==> src/cau_pkg.sv <==
`timescale 1ns / 1ps
// ============================================================================
// cau_pkg: shared definitions for the complex arithmetic unit
// Action codes, internal operation classes and default widths.
// ============================================================================
package cau_pkg;

	localparam int DATA_WIDTH_DEF = 16;
	localparam int FRAC_BITS_DEF  = 8;
	localparam int QUEUE_DEPTH    = 2;

	localparam logic [2:0] ACT_ADD = 3'd0;
	localparam logic [2:0] ACT_SUB = 3'd1;
	localparam logic [2:0] ACT_MUL = 3'd2;
	localparam logic [2:0] ACT_DIV = 3'd3;
	localparam logic [2:0] ACT_CMP = 3'd4;

	typedef enum logic [2:0] {
		OP_ADD,
		OP_SUB,
		OP_MUL,
		OP_DIV,
		OP_CMP,
		OP_NONE
	} op_t;

	localparam int OP_BITS = $bits(op_t);

endpackage

==> src/cau_front.sv <==
`timescale 1ns / 1ps
// ============================================================================
// cau_front: command intake
// Registers an accepted command and classifies its action code.
// ============================================================================
module cau_front import cau_pkg::*; #(
	parameter int DW = DATA_WIDTH_DEF
) (
	input  logic                 clk,
	input  logic                 arst_n,
	input  logic                 start,
	output logic                 busy,
	input  logic [2:0]           action,
	input  logic signed [DW-1:0] a_re,
	input  logic signed [DW-1:0] a_im,
	input  logic signed [DW-1:0] b_re,
	input  logic signed [DW-1:0] b_im,
	input  logic                 q_full,
	output logic                 push,
	output op_t                  op,
	output logic signed [DW-1:0] ar,
	output logic signed [DW-1:0] ai,
	output logic signed [DW-1:0] br,
	output logic signed [DW-1:0] bi
);

	logic v_q;
	op_t  op_dec;

	always_comb begin
		unique case (action)
			ACT_ADD: op_dec = OP_ADD;
			ACT_SUB: op_dec = OP_SUB;
			ACT_MUL: op_dec = OP_MUL;
			ACT_DIV: op_dec = OP_DIV;
			ACT_CMP: op_dec = OP_CMP;
			default: op_dec = OP_NONE;
		endcase
	end

	assign busy = v_q && q_full;
	assign push = v_q && !q_full;

	always_ff @(posedge clk or negedge arst_n) begin
		if (!arst_n) begin
			v_q <= 1'b0;
		end else if (!busy) begin
			v_q <= start;
		end
	end

	always_ff @(posedge clk) begin
		if (start && !busy) begin
			op <= op_dec;
			ar <= a_re;
			ai <= a_im;
			br <= b_re;
			bi <= b_im;
		end
	end

endmodule

==> config.mk <==
export PLATFORM = sky130hd
export DESIGN_NAME = cau_front
export DESIGN_NICKNAME = d
export VERILOG_FILES = /design/src/cau_pkg.sv /design/src/cau_front.sv
export SDC_FILE = /design/constraint.sdc
export NUM_CORES = 1
export LEC_CHECK = 0
export BUFFER_PORTS_ARGS = -buffer_cell sky130_fd_sc_hd__buf_2
export CORE_UTILIZATION = 25
export CTS_CLUSTER_SIZE = 14
export DETAILED_ROUTE_END_ITERATION = 12
export SYNTH_ARGS = -nofsm -noshare
export SYNTH_HDL_FRONTEND = slang
export SYNTH_SLANG_ARGS = --single-unit
==> constraint.sdc <==
create_clock -name clk -period 3.7 [get_ports clk]
set_input_delay 0.74 -clock clk [delete_from_list [all_inputs] [get_ports clk]]
set_output_delay 0.74 -clock clk [all_outputs]
set_load 0.01 [all_outputs]
### Word level (Yosys, flattened, before mapping)

Index checks and enable logic that the tools add are counted.

* equality and inequality tests: 4
* muxes and demuxes: 1
* reduce and logical (&&, ||, !) cells: 6

Operators with widths (count)
* case mux 3 bit (5 select lines): 1
* equality test 3 x 2 -> 1 bit (second input constant): 2
* equality test 3 x 1 -> 1 bit (second input constant): 1
* equality test 3 bit (second input constant): 1
* logical AND 1 bit: 3
* zero test 3 bit: 1
* zero test 1 bit: 2

* register bits after elaboration: 68
* input port bits: 71
* output and inout port bits: 69
* word-level logic and storage cells: 17

### Depth between registers and ports, before layout

Gate-level depths: netlist of run 1.

* depth in word-level cells: 3
* gate-level depth with buffers: 1
* gate-level depth less buffers: 1

### Worst setup path before layout of run 1

No wires, ideal clock.

* path type: input to register
* from: input start
* to: register ai[0], enable pin
* setup time: 0.510 ns
* data arrival time: 3.943 ns
* data required time: 3.190 ns
* slack: -0.753 ns
* cell stages on the path: 1
* buffers on the path: 0
* path through: a21boi_1

* longest elaborated chain between the ends: 1

Ends and longest elaborated chain
* start, declared: RTL line cau_front.sv:11 `input logic start,`
* logical AND 1 bit: RTL line cau_front.sv:53 `if (start && !busy) begin`
* end signal, assigned: RTL line cau_front.sv:56 `ai <= a_im;`
* end, declared: RTL line cau_front.sv:22 `output logic signed [DW-1:0] ai,`

Every way passes these cells.
A chain may end at the register's enable or synchronous reset.

### Worst setup path after layout of run 1

* from: input q_full
* to: output busy

* longest elaborated chain between the ends: 1

Ends and longest elaborated chain
* start, declared: RTL line cau_front.sv:18 `input logic q_full,`
* logical AND 1 bit: RTL line cau_front.sv:41 `assign busy = v_q && q_full;`
* end, declared: RTL line cau_front.sv:12 `output logic busy,`

Every way passes these cells.

==> impl_metrics.ini, run 1 <==
[synthesis]
netlist_area_um2 = 2080
post-synth-top-area-cell = sky130_fd_sc_hd__edfxtp_1
synth_area_per_cell_um2 = 27.8
yosys.cell_types.count = 7
ys_top_cells_by_area = sky130_fd_sc_hd__edfxtp_1, sky130_fd_sc_hd__dfrtp_1, sky130_fd_sc_hd__a21o_1, sky130_fd_sc_hd__nor2b_1, sky130_fd_sc_hd__a21boi_1
flops_latches_synth = 68
mappedNetlistNets = 146
synthDominantCellAreaShare = 0.966
post_synth_inst_count = 75
yosysWarningCount = 0
ys_seq_area_frac = 0.978

[worst_setup_path]
endpoint_kind = output port
critPathTopFamily = buffers and inverters
cp_slowest_stage_delay_ns = 0.13
nature_of_the_critical_path_startpoint = input pin
count_of_buffering_cells_on_the_critical_path_with_inverters_included = 2
reg2reg_setup_slack_ns = 2.05
timing.rr.end = ai[1]
path_cells = buf_2, and2_1, buf_2
crit_fanout = 4
ff2ff_path_depth = 2
cpMaxStageDelayCell = sky130_fd_sc_hd__buf_2
critPathRequiredTime_ns = 2.96
r2r-start = v_q
crit_arrival_ns = 1.13
cell_seen_most_often_among_critical_path_stages = sky130_fd_sc_hd__buf_2
critical_path_class = in -> out

[power_and_ir_drop]
power.combinational.fraction = 0.074
netSwitchingFraction = 0.202
total_power_mw = 1.66
sequentialPowerShare = 0.547
cellPowerDensity_nw_per_um2 = 531
leakage_nw = 1.33
vdd_ir_drop_max_v = 0.000253
power_switching_mw = 0.335
clockPowerShare = 0.380
power.internal_mw = 1.33

[cts]
clock_tree.htree_level_count = 3
ctsLongestPathBuffers = 2
clockRootBuffer = sky130_fd_sc_hd__clkbuf_8
worst_skew_pair.late_latency_ns = 0.33
number_of_cts_inserted_buffers = 9
cts.hold.buffers_added = 0
cts_setup_buffers = 0
clock_tree_from_tritoncts = done
cts.reportedPaths.clkPinSlew_ns = 0.06
post_cts.resized_instances = 0
cts.sinks = 68

[floorplan]
fp.coreArea_um2 = 7890
placementRows = 32
floorplan.initialDensity = 0.264
floorplan.die.width_um = 93.3
floorplan.die.height_um = 93.3
design.die.area_um2 = 8700
i_o_pin_cnt = 140

[sta]
report.final.hold_viol_count = 0
worst_slew_pin_slew_ns = 0.821
layout_min_cycle_time_ns = 1.87
postLayoutSetupSlackWorst_ns = 1.83
final.setup_skew_ns = 0.00631
rsz0062_at_grt = no
fmaxAchievable_mhz = 534
setup-tns-final_ns = 0
setup_viol = 0
post-route-period-util = 0.506
report.final.slew_viol_count = 0
timing.slew.headroom = 0.453

[routing]
drtPass1Iterations = 3
dr.first_iter.drc_count = 40
route.detailed.wl_per_inst_um = 13.3
remaining_drc_errors = 0
route.detailed.vias_per_inst = 3.92
postRouteAntennaNets = 0
routed_wl_mm = 4.42
via_count = 1306

[global_route]
grt_first_pass_wirelength_mm = 6.48
overflow = 0
antenna_violations_before_repair = 1
via_count_of_the_first_global_routing_pass = 1337
grt_max_degree = 68
gr-usage-all-layers = 0.105

[place]
hpwlAfterDp_mm = 3.34
place.gp.congestion = 0.688
buffer_ports.inserted = 139
placedInstanceArea_um2 = 2920
pre_cts_ws_ns = 1.63

[cells_and_area]
drive_gt1_frac = 0.665
final_net_count = 296
post-route-util = 0.397
area_delta_synth_final_pct = 50.3
stdcell_area_um2 = 3130

[job]
drv.max_cap_violation_count = 0

[status]
run_status = complete, no violations

[worst_hold_path]
hold_path_class = in -> async
## per-stage QoR
stage | instances | hold WS [ns]
2_1_floorplan | 75 | 0.444
3_3_place_gp | 316 | 0.515
4_1_cts | 332 | 0.147
6_report | 333 | 0.172
3_5_place_dp | 316 | 0.515
5_1_grt | 332 | 0.147
## worst max path at each step
| stage | end | from | cells past startpoint | slack (ns) |
|---|---|---|---|---|
| after CTS | busy | q_full | 3 | 1.83 |
| after global placement | ai[8] | q_full | 3 | 1.65 |
| final | busy | q_full | 3 | 1.83 |
| after global routing | busy | q_full | 3 | 1.81 |
| after detailed placement | bi[13] | start | 3 | 1.63 |
| after floorplan | ai[0] | q_full | 1 | 0.59 |
## per-layer routing
| metal | track usage | up-vias | wire, um |
|---|---|---|---|
| met5 | 0 | - | 0 |
| met4 | 0.0692 | 0 | 96 |
| met3 | 0.0472 | 12 | 494 |
| met2 | 0.153 | 85 | 1920 |
| met1 | 0.125 | 609 | 1910 |
| li1 | - | 600 | - |
## kinds of logic (layout without fill, tap and decap cells)
family                 after synthesis  after routing  share of synthesized area
buffers and inverters                1            156                    0.00180
and+or+nand+nor                      3              3                    0.00902
AOI/OAI and AO/OA                    3              3                     0.0108
other                                0              1                          0
DFF                                 68             68                      0.978
## final cells by class
class                           count  area, um2
Fill cell                         771       4760
Clock buffer                       10        128
Clock inverter                      6       78.8
Tap cell                          102        128
Timing Repair Buffer              140        703
Multi-Input combinational cell      6       52.6
Antenna cell                        1       2.50
Sequential cell                    68       2040
## cells in the mapped netlist
cell type	count
sky130_fd_sc_hd__dfrtp_1	1
sky130_fd_sc_hd__a21boi_1	1
sky130_fd_sc_hd__a21o_1	2
sky130_fd_sc_hd__nor2b_1	2
sky130_fd_sc_hd__and2_1	1
sky130_fd_sc_hd__edfxtp_1	67
sky130_fd_sc_hd__clkbuf_1	1
## power by group through the flow
stage               Sequential (mW)  Clock (mW)  Combinational (mW)
finish                        0.908       0.631               0.122
global route                  0.911       0.685               0.135
CTS                           0.909       0.657               0.125
detailed placement            0.926           0               0.125
global placement              0.925           0               0.124
floorplan                     0.950           0              0.0176
## flip-flops by register name (all words and copies together) (netlist names)
register and count:
op 3, ai 16, br 16, bi 16
v_q 1, ar 16
## placed cells by master, fill, tap and decap left out
cell / Yosys / layout
sky130_fd_sc_hd__a21boi_4: 0 / 1
sky130_fd_sc_hd__a21o_1: 2 / 2
sky130_fd_sc_hd__and2_1: 1 / 1
sky130_fd_sc_hd__buf_2: 0 / 139
sky130_fd_sc_hd__buf_4: 0 / 1
sky130_fd_sc_hd__bufinv_16: 0 / 2
sky130_fd_sc_hd__clkbuf_1: 1 / 1
sky130_fd_sc_hd__clkbuf_8: 0 / 9
sky130_fd_sc_hd__clkinv_1: 0 / 3
sky130_fd_sc_hd__clkinvlp_4: 0 / 1
sky130_fd_sc_hd__dfrtp_1: 1 / 1
sky130_fd_sc_hd__diode_2: 0 / 1
sky130_fd_sc_hd__edfxtp_1: 67 / 67
sky130_fd_sc_hd__nor2b_1: 2 / 2
(Power assumes the default switching activity.)
==> run 2: changes to the inputs <==
==> constraint.sdc (replaced) <==
create_clock -name clk -period 1.9 [get_ports clk]
set_input_delay 0.38 -clock clk [delete_from_list [all_inputs] [get_ports clk]]
set_output_delay 0.38 -clock clk [all_outputs]
set_load 0.01 [all_outputs]
==> run 2 against run 1 <==
Against the previous run: hold slack better by 0.054 ns; non-clock buffer count is 2 higher; final cell count stayed put; via count down 0.69%; design area is 0.60% lower; combinational power is 110% higher; critical endpoint unchanged; largest cell class unchanged.
==> impl_metrics.ini, run 2 (same netlist as run 1, synthesis figures left out) <==
[status]
run_status = complete, no violations

[power_and_ir_drop]
sequentialPowerShare = 0.603
leakage_nw = 1.32
power_switching_mw = 0.619
clockPowerShare = 0.311
power.combinational.fraction = 0.086
cellPowerDensity_nw_per_um2 = 942
vdd_ir_drop_max_v = 0.000447
netSwitchingFraction = 0.211
power.internal_mw = 2.31

[floorplan]
placementRows = 32
floorplan.die.height_um = 93.3
fp.coreArea_um2 = 7890
floorplan.initialDensity = 0.264
i_o_pin_cnt = 140
design.die.area_um2 = 8700
floorplan.die.width_um = 93.3

[sta]
post-route-period-util = 0.756
final.setup_skew_ns = 0.00616
rsz0062_at_grt = no
report.final.hold_viol_count = 0
postLayoutSetupSlackWorst_ns = 0.464
report.final.slew_viol_count = 0
setup_viol = 0
timing.slew.headroom = 0.710
fmaxAchievable_mhz = 697
layout_min_cycle_time_ns = 1.44
worst_slew_pin_slew_ns = 0.434

[global_route]
via_count_of_the_first_global_routing_pass = 1321
gr-usage-all-layers = 0.105
grt_max_degree = 31
grt_first_pass_wirelength_mm = 6.42
antenna_violations_before_repair = 0
overflow = 0

[routing]
via_count = 1297
route.detailed.wl_per_inst_um = 13.1
postRouteAntennaNets = 0
remaining_drc_errors = 0
routed_wl_mm = 4.37
route.detailed.vias_per_inst = 3.89
dr.first_iter.drc_count = 36
drtPass1Iterations = 4

[worst_setup_path]
nature_of_the_critical_path_startpoint = register
beginning_of_the_critical_path = v_q
cp.depth = 2
end_point_of_the_critical_path = busy
critPathTopFamily = flip-flops
endpoint_kind = output port
critical_path_class = reg -> out
timing.rr.end = bi[9]
crit_fanout = 4
crit_arrival_ns = 1.06
path_cells = and2_1, buf_2
ff2ff_path_depth = 2
cp_slowest_stage_delay_ns = 0.42
cpMaxStageDelayCell = sky130_fd_sc_hd__dfrtp_1
count_of_buffering_cells_on_the_critical_path_with_inverters_included = 1
r2r-start = v_q
critPathRequiredTime_ns = 1.52
reg2reg_setup_slack_ns = 0.49

[place]
hpwlAfterDp_mm = 3.50
pre_cts_ws_ns = 0.408
place.gp.congestion = 0.683
buffer_ports.inserted = 139
placedInstanceArea_um2 = 2950

[cells_and_area]
regArea_um2 = 2040
stdcell_area_um2 = 3110
multi_input_area_um2 = 52.6
layout_common_cells = sky130_fd_sc_hd__buf_2, sky130_fd_sc_hd__edfxtp_1, sky130_fd_sc_hd__clkbuf_8
final_common_cell = sky130_fd_sc_hd__buf_2
filler_cell_count = 769
drive_gt1_frac = 0.658
final_net_count = 298
area_delta_synth_final_pct = 49.4
n_antenna_cell = 0

[cts]
cts.reportedPaths.clkPinSlew_ns = 0.06
clock_tree_from_tritoncts = done
ctsLongestPathBuffers = 2
cts.sinks = 68
clock_tree.htree_level_count = 3
worst_skew_pair.late_latency_ns = 0.32
clockRootBuffer = sky130_fd_sc_hd__clkbuf_8
number_of_cts_inserted_buffers = 9

[worst_hold_path]
hold_path_class = in -> reg

[job]
drv.max_cap_violation_count = 0
run 2: cell count changes in the layout (fill, tap and decap cells not counted), sizes merged:
cell | before | now
dlygate4sd3 | 0 | 1
diode | 1 | 0
clkinvlp | 1 | 0
clkinv | 3 | 5
buf | 140 | 141
bufinv | 2 | 0
run 2: area by class of cell:
type,instances,area share
Clock buffer,10,0.0410
Multi-Input combinational cell,6,0.0169
Clock inverter,5,0.00644
Sequential cell,68,0.655
Timing Repair Buffer,142,0.240
Tap cell,102,0.0410
run 2: timing repair:
action,CTS,global route
buffers inserted,0,0
hold buffers,1,0
gates resized for setup,0,0
endpoints found under the hold margin,1,0
run 2: metal layers:
metal  track usage  wire length, um  share of wire  up-vias
met1         0.123             1770           0.41      598
li1              -                -              -      601
met2         0.153             2020           0.46       88
met3        0.0602              493           0.11       10
met5             0                0              0        -
met4        0.0538               78          0.018        0
run 2: worst min path at each step:
stage / cells past startpoint / slack [ns] / start / endpoint
global route: 1 / 0.19 / b_re[0] / br[0]
floorplan: 0 / 0.08 / arst_n / v_q
finish: 1 / 0.23 / a_im[8] / ai[8]
CTS: 1 / 0.20 / a_im[4] / ai[4]
global placement: 1 / 0.16 / arst_n / v_q
detailed placement: 1 / 0.16 / arst_n / v_q
run 2: power groups by stage:
stage                     Combinational, mW  Clock (mW)  Sequential (mW)
after CTS                             0.259       0.956             1.77
after floorplan                      0.0355           0             1.85
final                                 0.251       0.913             1.77
after global placement                0.251           0             1.80
after detailed placement              0.257           0             1.80
after global routing                  0.276        1.03             1.77
run 2: stage by stage:
stage          hold WS, ns  utilization  total power, mW  setup TNS [ns]  instances
6_report             0.226        0.394             2.93               0        333
5_1_grt              0.193        0.394             3.08               0        333
4_1_cts              0.200        0.394             2.98               0        333
3_5_place_dp         0.156        0.374             2.06               0        317
3_3_place_gp         0.156        0.374             2.05               0        317
2_1_floorplan       0.0844            -             1.88           -5.60         75
