File: src/cau_pkg.sv
`timescale 1ns / 1ps
// ============================================================================
// cau_pkg: shared definitions for the complex arithmetic unit
// Action codes, internal operation classes and default widths.
// ============================================================================
package cau_pkg;

	localparam int DATA_WIDTH_DEF = 16;
	localparam int FRAC_BITS_DEF  = 8;
	localparam int QUEUE_DEPTH    = 2;

	localparam logic [2:0] ACT_ADD = 3'd0;
	localparam logic [2:0] ACT_SUB = 3'd1;
	localparam logic [2:0] ACT_MUL = 3'd2;
	localparam logic [2:0] ACT_DIV = 3'd3;
	localparam logic [2:0] ACT_CMP = 3'd4;

	typedef enum logic [2:0] {
		OP_ADD,
		OP_SUB,
		OP_MUL,
		OP_DIV,
		OP_CMP,
		OP_NONE
	} op_t;

	localparam int OP_BITS = $bits(op_t);

endpackage

File: src/cau_queue.sv
`timescale 1ns / 1ps
// ============================================================================
// cau_queue: short command queue
// Decouples command intake from execution.
// ============================================================================
module cau_queue import cau_pkg::*; #(
	parameter int W     = 8,
	parameter int DEPTH = QUEUE_DEPTH
) (
	input  logic         clk,
	input  logic         arst_n,
	input  logic         push,
	input  logic [W-1:0] wdata,
	output logic         full,
	input  logic         pop,
	output logic         not_empty,
	output logic [W-1:0] rdata
);

	localparam int AW = (DEPTH > 1) ? $clog2(DEPTH) : 1;
	localparam int CW = $clog2(DEPTH + 1);

	logic [W-1:0]  mem_q [DEPTH];
	logic [AW-1:0] wr_q;
	logic [AW-1:0] rd_q;
	logic [CW-1:0] cnt_q;
	logic          do_push;
	logic          do_pop;

	assign full      = (cnt_q == CW'(DEPTH));
	assign not_empty = (cnt_q != '0);
	assign do_push   = push && !full;
	assign do_pop    = pop && not_empty;
	assign rdata     = mem_q[rd_q];

	always_ff @(posedge clk or negedge arst_n) begin
		if (!arst_n) begin
			wr_q  <= '0;
			rd_q  <= '0;
			cnt_q <= '0;
		end else begin
			if (do_push) begin
				wr_q <= (wr_q == AW'(DEPTH - 1)) ? '0 : wr_q + 1'b1;
			end
			if (do_pop) begin
				rd_q <= (rd_q == AW'(DEPTH - 1)) ? '0 : rd_q + 1'b1;
			end
			if (do_push && !do_pop) begin
				cnt_q <= cnt_q + 1'b1;
			end else if (do_pop && !do_push) begin
				cnt_q <= cnt_q - 1'b1;
			end
		end
	end

	always_ff @(posedge clk) begin
		if (do_push) begin
			mem_q[wr_q] <= wdata;
		end
	end

endmodule

File: config.mk
export PLATFORM = sky130hd
export DESIGN_NAME = cau_queue
export DESIGN_NICKNAME = d
export VERILOG_FILES = /design/src/cau_pkg.sv /design/src/cau_queue.sv
export SDC_FILE = /design/constraint.sdc
export NUM_CORES = 1
export LEC_CHECK = 0
export ABC_AREA = 1
export BUFFER_PORTS_ARGS = -buffer_cell sky130_fd_sc_hd__clkbuf_2
export CAP_MARGIN = 20
export CORE_ASPECT_RATIO = 1.1
export CORE_MARGIN = 2
export CORE_UTILIZATION = 53
export CTS_BUF_LIST = sky130_fd_sc_hd__clkbuf_4
export CTS_CLUSTER_SIZE = 40
export DETAILED_ROUTE_END_ITERATION = 7
export PLACE_DENSITY = 0.83
export SLEW_MARGIN = 10
export SYNTH_ARGS = -nofsm -noshare
export SYNTH_HDL_FRONTEND = slang
export SYNTH_SLANG_ARGS = --single-unit
File: constraint.sdc
create_clock -name clk -period 1.4 [get_ports clk]
set_input_delay 0.14 -clock clk [delete_from_list [all_inputs] [get_ports clk]]
set_output_delay 0.14 -clock clk [all_outputs]
set_load 0.02 [all_outputs]
# Word-level counts from Yosys, hierarchy flattened
# Memories as Yosys holds them, arrays and structs flattened.
# Cells that the tools add are included.
[totals] ff_bits=4 mem_bits_rw=16 out_inout_bits=10 word_cells=24 memories=1
[mem_list] name="mem_q" words=2 width=8 read_ports=1 rd_clocked_by_memory_dff=0 write_ports=1 line="cau_queue.sv:23" text="logic [W-1:0] mem_q [DEPTH];"
[classes] addsub=4 eq_ne=1 mux=6 n_reduce_logical=9
[op_table] operator="logical AND 1 bit" count=4
[op_table] operator="2-to-1 mux 1 bit" count=4
[op_table] operator="2-to-1 mux 2 bit" count=2
[op_table] operator="nonzero test 2 bit" count=2
[op_table] operator="zero test 1 bit" count=3
[op_table] operator="adder 1 bit (second input constant)" count=2
[op_table] operator="adder 2 x 1 -> 2 bit (second input constant)" count=1
[op_table] operator="== test 2 bit (second input constant)" count=1
[op_table] operator="subtractor 2 x 1 -> 2 bit (second input constant)" count=1

# Depth between registers and ports, before layout
# Gate-level depths: netlist of run 1.
[depth] word_depth=7 ltp_mapped=9

# Worst setup path before layout of run 1
# Ideal clock, no wire load.
[synth_timing] kind="register -> register" startpoint="register cnt_q[0]" endpoint="register cnt_q[1]" setup_time_ns=0.117 arrival_time_ns=1.295 t_required_ns=1.283 setup_slack_ns=-0.012 path_stages_with_launch=8 path_buffers=0 cell_sequence="dfrtp_1 > nor2_2 > nor2_4 > ha_1 > inv_1 > nand3_1 > nand2_1 > nand2_1"
[synth_between] elab_chain_len=6 word_cells_on_any_way=14 cone_classes="add/sub (2); eq/ne (1); mux (2); reduce/logical (9)"
[synth_lines] element="start, declared" line="cau_queue.sv:26" text="logic [CW-1:0] cnt_q;"
[synth_lines] element="start signal, assigned" line="cau_queue.sv:49" text="cnt_q <= cnt_q + 1'b1;"
[synth_lines] element="start signal, assigned" line="cau_queue.sv:51" text="cnt_q <= cnt_q - 1'b1;"
[synth_lines] element="== test 2 bit *" line="cau_queue.sv:30" text="assign full = (cnt_q == CW'(DEPTH));"
[synth_lines] element="net full" line="cau_queue.sv:14" text="output logic full,"
[synth_lines] element="zero test 1 bit *" line="cau_queue.sv:32" text="assign do_push = push && !full;"
[synth_lines] element="logical AND 1 bit *" line="cau_queue.sv:32"
[synth_lines] element="zero test 1 bit" line="cau_queue.sv:50" text="end else if (do_pop && !do_push) begin"
[synth_lines] element="logical AND 1 bit" line="cau_queue.sv:50"
[synth_lines] element="nonzero test 2 bit (no source line)"
# Mark *: on every way through the listed nets, which the timed path passes. The rest lies on a longest branch. The select of a mux whose other input is x is not followed.
# A chain may end at the register's enable or synchronous reset.

# Worst setup path in the final report of run 1
[layout_timing] startpoint="register cnt_q[0]" endpoint="register cnt_q[1]"
[layout_between] elab_chain_len=6 word_cells_on_any_way=14 cone_classes="add/sub (2); eq/ne (1); mux (2); reduce/logical (9)"
[layout_lines] element="== test 2 bit" line="cau_queue.sv:30"
[layout_lines] element="zero test 1 bit" line="cau_queue.sv:32"
[layout_lines] element="logical AND 1 bit" line="cau_queue.sv:32"
[layout_lines] element="zero test 1 bit" line="cau_queue.sv:50"
[layout_lines] element="logical AND 1 bit" line="cau_queue.sv:50"
[layout_lines] element="nonzero test 2 bit (no source line)"
# Parallel ways exist; a longest one is shown, timed or not. The select of a mux whose other input is x is not followed.

==> results.toml, run 1 <==
[run_status]
outcome = "finished clean"

[pwr]
p_per_area_nw_per_um2 = 2270
power.leakage_nw = 0.499
vdd_drop_max_uv = 1570

[floorplan]
io_pins = 22
die_area_sq_um = 1910
die_w_microns = 41.8
coreArea_sq_um = 1520
start_util_pct = 54.8
num_rows = 15
die_height_microns = 45.6

[routing]
drc = 0
wire_per_inst_microns = 12.1
avgViaCountPerCell = 4.92
dr.pass1.iters = 5
wl_mm = 1.44
drtIter0Drc = 13
routed-via-count = 586
ant_nets = 0

[placement]
routabilityCongestion = 0.896
io_buffers = 21
hpwl_mm = 1.07
dpl.cell_count = 111

[grt]
grt_max_degree = 13
first_global_vias = 548
grt-ovfl-total = 0
grt_pass1_wl_mm = 2.33
antenna_found_initial = 0
gr-usage-all-layers_pct = 17.3

[cells_and_area]
area_growth_pct = 24.8
final_cells = 119
drive_above_1_share_pct = 38.2
nets = 116
nFillCells = 115
antenna_cells = 0
fin_util_pct = 68.4
seqCellArea_sq_um = 583
multi_input_area_sq_um = 208

[critical_path]
cp_slowest_cell = "dfrtp_2"
setup.worst_path.start_class = "flop"
crit_arrival_ns = 1.55
path_buf_inv = 1
cpPeakStageDelay_ns = 0.47
required_ns = 1.59
critPathLaunch = "cnt_q[0]"
worstSetupPathType = "reg2reg"
r2r-start = "cnt_q[0]"
crit_family = "flip-flops"
cp_cell_sequence = "nor2_4 -> nor2_4 -> ha_1 -> inv_1 -> nand3_1 -> nand2_1 -> nand2_1"
setup.worst_path.end_class = "flop"
critPathMaxFanout = 5

[min_path]
worstHoldStart = "wdata[0]"
holdCritPathClass = "in2reg"

[sta]
setup_viol_count_final = 0
holdWs_ns = 0.0192
maxSlewViolCount = 0
post-route-period-util_pct = 96.8
finalCriticalPeriod_ns = 1.35
final.setup.tns_ns = 0
worst_pin_slew_ns = 0.313
rsz0062_at_grt = "true"
final-hold-violation-count = 0
skew_ns = 0.0106
slew_headroom_pct = 78.9
fmax_mhz = 738

[yosys]
yosysSeqAreaShare_pct = 69.7
ys_types = 15
syn-num-nets = 86
synth_top_area_share_pct = 57.7
synth.area.top_cells = "edfxtp_1 58%, nand2_1 14%, dfrtp_1 12%"
synth_seq_cells = 20
syn_inst = 73
synth_top_area_cell = "edfxtp_1"
synth_warnings = 0
synth_area_sq_um = 833
synth.avg_cell_area_sq_um = 11.4

[clock_tree]
cts-buffers-inserted = 3
cts_buffer_depth = 2
ctsHtreeMaxLevel = 1
root_buffer = "clkbuf_4"
clock_sinks = 20
tritoncts = "done"
clk_pin_slew_ns = 0.11
clk_latency_ns = 0.30

[job]
max-cap-violations = 0
## cell usage after synthesis
| library cell | instances |
|---|---|
| nand2_1 | 32 |
| edfxtp_1 | 16 |
| inv_1 | 6 |
| dfrtp_1 | 4 |
| nand2_2 | 3 |
| inv_2 | 2 |
| nand3_1 | 2 |
| buf_12 | 1 |
| ha_1 | 1 |
| nand4_1 | 1 |
| nor2_1 | 1 |
| nor2_2 | 1 |
| nor2_4 | 1 |
| o21ai_0 | 1 |
| xnor2_1 | 1 |
## worst paths after layout
check	depth (start not counted)	to	slack [ns]
worst max-delay path	7	cnt_q[1]	0.05
worst min-delay path	1	mem_q[0][0]	0.02
worst max register to register	7	cnt_q[1]	0.05
worst min register to register	2	wr_q	0.51
max in group asynchronous	2	rd_q	1.09
min in group asynchronous	2	cnt_q[1]	0.17
## per-layer routing
layer	global-route usage [%]	vias to the layer above	part of all wire, %
li1	-	296	-
met1	19.0	269	40
met2	31.6	18	55
met3	3.57	3	3.6
met4	9.68	0	1.3
met5	0	-	0
## cell usage in the layout, fill, tap and decap left out, types with 2 or more instances in the layout
cell and n:
inv_1 5, clkbuf_4 3, dfrtp_2 2, nor2_4 2, nand2_1 32, nand3_1 2
buf_4 4, dfrtp_1 2, clkbuf_2 21, edfxtp_1 16, nand2_2 3, inv_2 3
## metrics by stage
step                area [sq um]  power (W)  setup slack, ns
floorplan                    838    0.00161           0.0357
global placement             952    0.00179           0.0604
detailed placement           952    0.00183           0.0117
CTS                         1030    0.00234           0.0436
global route                1040    0.00251          -0.0278
finish                      1040    0.00236           0.0455
## registers in the layout, summed over array words and instances, names as in the netlist
register and count:
rd_q 1, mem_q 16, cnt_q 2, wr_q 1
## timing repair
action | in CTS | in global routing
setup endpoints to repair | 9 | 17
gates cloned | 0 | 0
gates resized for setup | 2 | 1
endpoints found under the hold margin | 4 | 0
setup buffers | 2 | 1
hold buffers | 1 | 0
## where the power goes
part           leakage (nW)  internal (W)  total (W)  switching [W]
sequential            0.195      0.000832   0.000918      0.0000864
clock                0.0279      0.000290   0.000462       0.000173
combinational         0.277      0.000341   0.000979       0.000639
total                 0.499       0.00146    0.00236       0.000898
## worst register-to-register path, stage by stage (launching register included)
cell and delay (ns):
dfrtp_2 0.47, nor2_4 0.16, nor2_4 0.06, ha_1 0.30, inv_1 0.09, nand3_1 0.08, nand2_1 0.06, nand2_1 0.05
## logic make-up after synthesis
kind of cell    count (synthesis)  share of synthesized area, %
compound gates                  1                         0.600
xor+xnor                        1                          1.05
fa+ha+maj                       1                          1.50
buf+inv                         9                          6.01
flops                          20                          69.7
simple gates                   41                          21.2
## final cells by class
type | instances | area share, %
Tap cell | 17 | 2.05
Clock inverter | 1 | 2.89
Sequential cell | 20 | 56.1
Multi-Input combinational cell | 44 | 20.0
Inverter | 8 | 2.89
Clock buffer | 3 | 2.17
Timing Repair Buffer | 26 | 14.0
Power figures use the tool's default switching activity.
==> inputs of run 2 (changes only) <==
--- a/config.mk
+++ b/config.mk
@@ -5,15 +5,15 @@
 export SDC_FILE = /design/constraint.sdc
 export NUM_CORES = 1
 export LEC_CHECK = 0
-export ABC_AREA = 1
 export BUFFER_PORTS_ARGS = -buffer_cell sky130_fd_sc_hd__clkbuf_2
 export CAP_MARGIN = 20
 export CORE_ASPECT_RATIO = 1.1
 export CORE_MARGIN = 2
-export CORE_UTILIZATION = 53
+export CORE_UTILIZATION = 52
 export CTS_BUF_LIST = sky130_fd_sc_hd__clkbuf_4
 export CTS_CLUSTER_SIZE = 40
 export DETAILED_ROUTE_END_ITERATION = 7
+export GPL_ROUTABILITY_DRIVEN = 0
 export PLACE_DENSITY = 0.83
 export SLEW_MARGIN = 10
 export SYNTH_ARGS = -nofsm -noshare
==> run 2 against run 1 <==
The flow now finishes with violations (negative setup slack); total power up 14%; first-iteration DRC count down 77%; worst setup slack got worse by 0.086 ns; final area up 15%; critical endpoint is now rdata[6]; largest cell class unchanged; largest power group unchanged.
==> results.toml, run 2 <==
[placement]
io_buffers = 21
dpl.cell_count = 84
place_ws_ns = 0.0141
hpwl_microns = 890

[sta]
setup_viol_count_final = 9
final-hold-violation-count = 0
finalCriticalPeriod_ns = 1.44
fmax_mhz = 694
skew_ns = 0.00306
slew_headroom_pct = 86.6
post-route-period-util_pct = 103
worst_pin_slew_ns = 0.201
maxSlewViolCount = 0
setup_slack_ns = -0.0407
rsz0062_at_grt = "true"

[run_status]
violations = "negative setup slack"
outcome = "finished with violations"

[yosys]
synth.avg_cell_area_sq_um = 17.9
syn-num-nets = 57
synth_top_area_cell = "edfxtp_1"
dominantRegCellSynth = "edfxtp_1"
synth_seq_cells = 20
yosysSeqAreaShare_pct = 73.9
ys_types = 14
synth-edff-count = 16
synth_top_area_share_pct = 61.1
syn_inst = 44
synth_warnings = 0
async_flop_share_pct = 20.0
synth.area.top_cells = "edfxtp_1 61%, dfrtp_1 13%, mux2_1 11%"
yosysMostFrequentCell = "edfxtp_1"
synth_commonest_cells = "16 x edfxtp_1, 8 x mux2_1, 4 x dfrtp_1"
synth_area_sq_um = 786

[min_path]
holdCritPathClass = "in2reg"
hold_end = "mem_q[0][6]"
hold-path-cell-count = 1
worstHoldStart = "wdata[6]"

[clock_tree]
tritoncts = "done"
clk_pin_slew_ns = 0.10
clock_sinks = 20
cts_buffer_depth = 2
root_buffer = "clkbuf_4"
ctsHtreeMaxLevel = 1
clk_latency_ns = 0.29
cts-buffers-inserted = 3

[cells_and_area]
seqCellArea_sq_um = 582
top_register = "mem_q"
final_cell_mix = "16 x edfxtp_1, 13 x clkbuf_2, 8 x mux2_4, 8 x buf_8, 7 x buf_4"
area_growth_pct = 52.1
reg.largest.list = "mem_q: 16 flops, cnt_q: 2 flops"
mostFrequentLayoutCell = "edfxtp_1"
final_cells = 96
multi_input_area_sq_um = 267
drive_above_1_share_pct = 67.5
nets = 94
nFillCells = 58
largest_register_ffs = 16
fin_util_pct = 86.3
antenna_cells = 0

[critical_path]
setup.worst_path.start_class = "flop"
reg2reg_depth = 6
critPathMaxFanout = 5
cp_slowest_cell = "dfrtp_2"
crit_arrival_ns = 1.30
r2r-start = "cnt_q[0]"
rr_endpoint = "cnt_q[1]"
r2r_setup_slack_ns = -0.01
path_buf_inv = 2
worstSetupPathType = "reg2out"
cp_cell_sequence = "buf_6 -> mux2_4 -> buf_8"
required_ns = 1.26
cpPeakStageDelay_ns = 0.44
crit_family = "flip-flops"
setup.worst_path.end_class = "primary output"

[floorplan]
num_rows = 14
die_w_microns = 41.1
coreArea_sq_um = 1380
start_util_pct = 56.8
die_area_sq_um = 1840
die_height_microns = 44.8
io_pins = 22

[routing]
dr.pass1.iters = 2
wl_mm = 1.53
drc = 0
routed-via-count = 467
wire_per_inst_microns = 15.9
ant_nets = 0
drtIter0Drc = 3
avgViaCountPerCell = 4.86

[grt]
grt-ovfl-total = 0
antenna_found_initial = 0
first_global_vias = 491
gr-usage-all-layers_pct = 19.6
grt_max_degree = 12
grt_pass1_wl_mm = 2.19

[pwr]
p_int_w = 0.00179
clkPwrFrac_pct = 9.7
vdd_drop_max_uv = 1570
power_switching_w = 0.000898
swShare_pct = 33.4
pwr-share-seq_pct = 34.4
p_per_area_nw_per_um2 = 2250
power.leakage_nw = 0.523
combPwrFrac_pct = 55.9

[job]
max-cap-violations = 0
run 2: cell families after synthesis:
logic type                 count (synthesis)  share of synthesized area [%]
buffers and inverters                      3                           1.59
muxes                                      8                           11.5
and+or+nand+nor                            7                           5.89
adders and majority gates                  1                           1.59
xor gates and xnor gates                   5                           5.57
DFF                                       20                           73.9
run 2: final cells by class:
cell class	instances	share of cell area, %
clock buffers	3	1.88
clock inverters	1	0.314
inverters	2	0.628
flip-flops and latches	20	48.7
well taps	16	1.68
repair buffers	33	24.5
multi-input cells	21	22.3
run 2: worst register-to-register path, cell delays in order (launching register included):
cell and delay [ns]:
dfrtp_1 0.42, or2_4 0.28, nand2_4 0.08, ha_4 0.14, xor2_2 0.16, nor2_2 0.06, xor2_1 0.17
run 2: worst max-delay path by stage:
stage | endpoint | cells after the start | startpoint | slack [ns]
2_1_floorplan | mem_q[0][0] | 3 | cnt_q[0] | 0.04
3_3_place_gp | cnt_q[1] | 6 | cnt_q[0] | 0.05
3_5_place_dp | cnt_q[1] | 6 | cnt_q[0] | 0.01
4_1_cts | rdata[6] | 3 | rd_q | -0.05
5_1_grt | rdata[1] | 3 | rd_q | -0.08
6_report | rdata[6] | 3 | rd_q | -0.04
run 2: metal layers:
layer  routed length [microns]  GRT usage [%]
met1                       576           20.9
met2                       891           33.4
met3                        44           2.96
met4                        17           14.0
met5                         0              0
run 2: power groups by stage:
stage	logic [W]	clock network (W)	registers, W
2_1_floorplan	0.000582	0	0.000895
5_1_grt	0.00159	0.000291	0.000943
3_5_place_dp	0.000797	0	0.000955
3_3_place_gp	0.000779	0	0.000946
4_1_cts	0.00128	0.000263	0.000906
6_report	0.00150	0.000261	0.000927
run 2: per-stage QoR:
step	total power, W	hold slack [ns]	setup TNS (ns)	instance area, sq um
after floorplan	0.00148	-0.156	0	786
final	0.00269	0.0339	-0.286	1190
after detailed placement	0.00175	-0.0465	0	936
after global placement	0.00172	-0.0470	0	936
after global routing	0.00282	0.0185	-0.659	1190
after CTS	0.00245	0.0267	-0.312	1130
run 2: what timing repair did:
action                                  CTS  global route
hold buffers                              1             0
setup buffers                             5             2
resized for setup                        30            19
pin swaps                                 1             7
endpoints found under the setup margin    9            25
hold endpoints to repair                  4             0
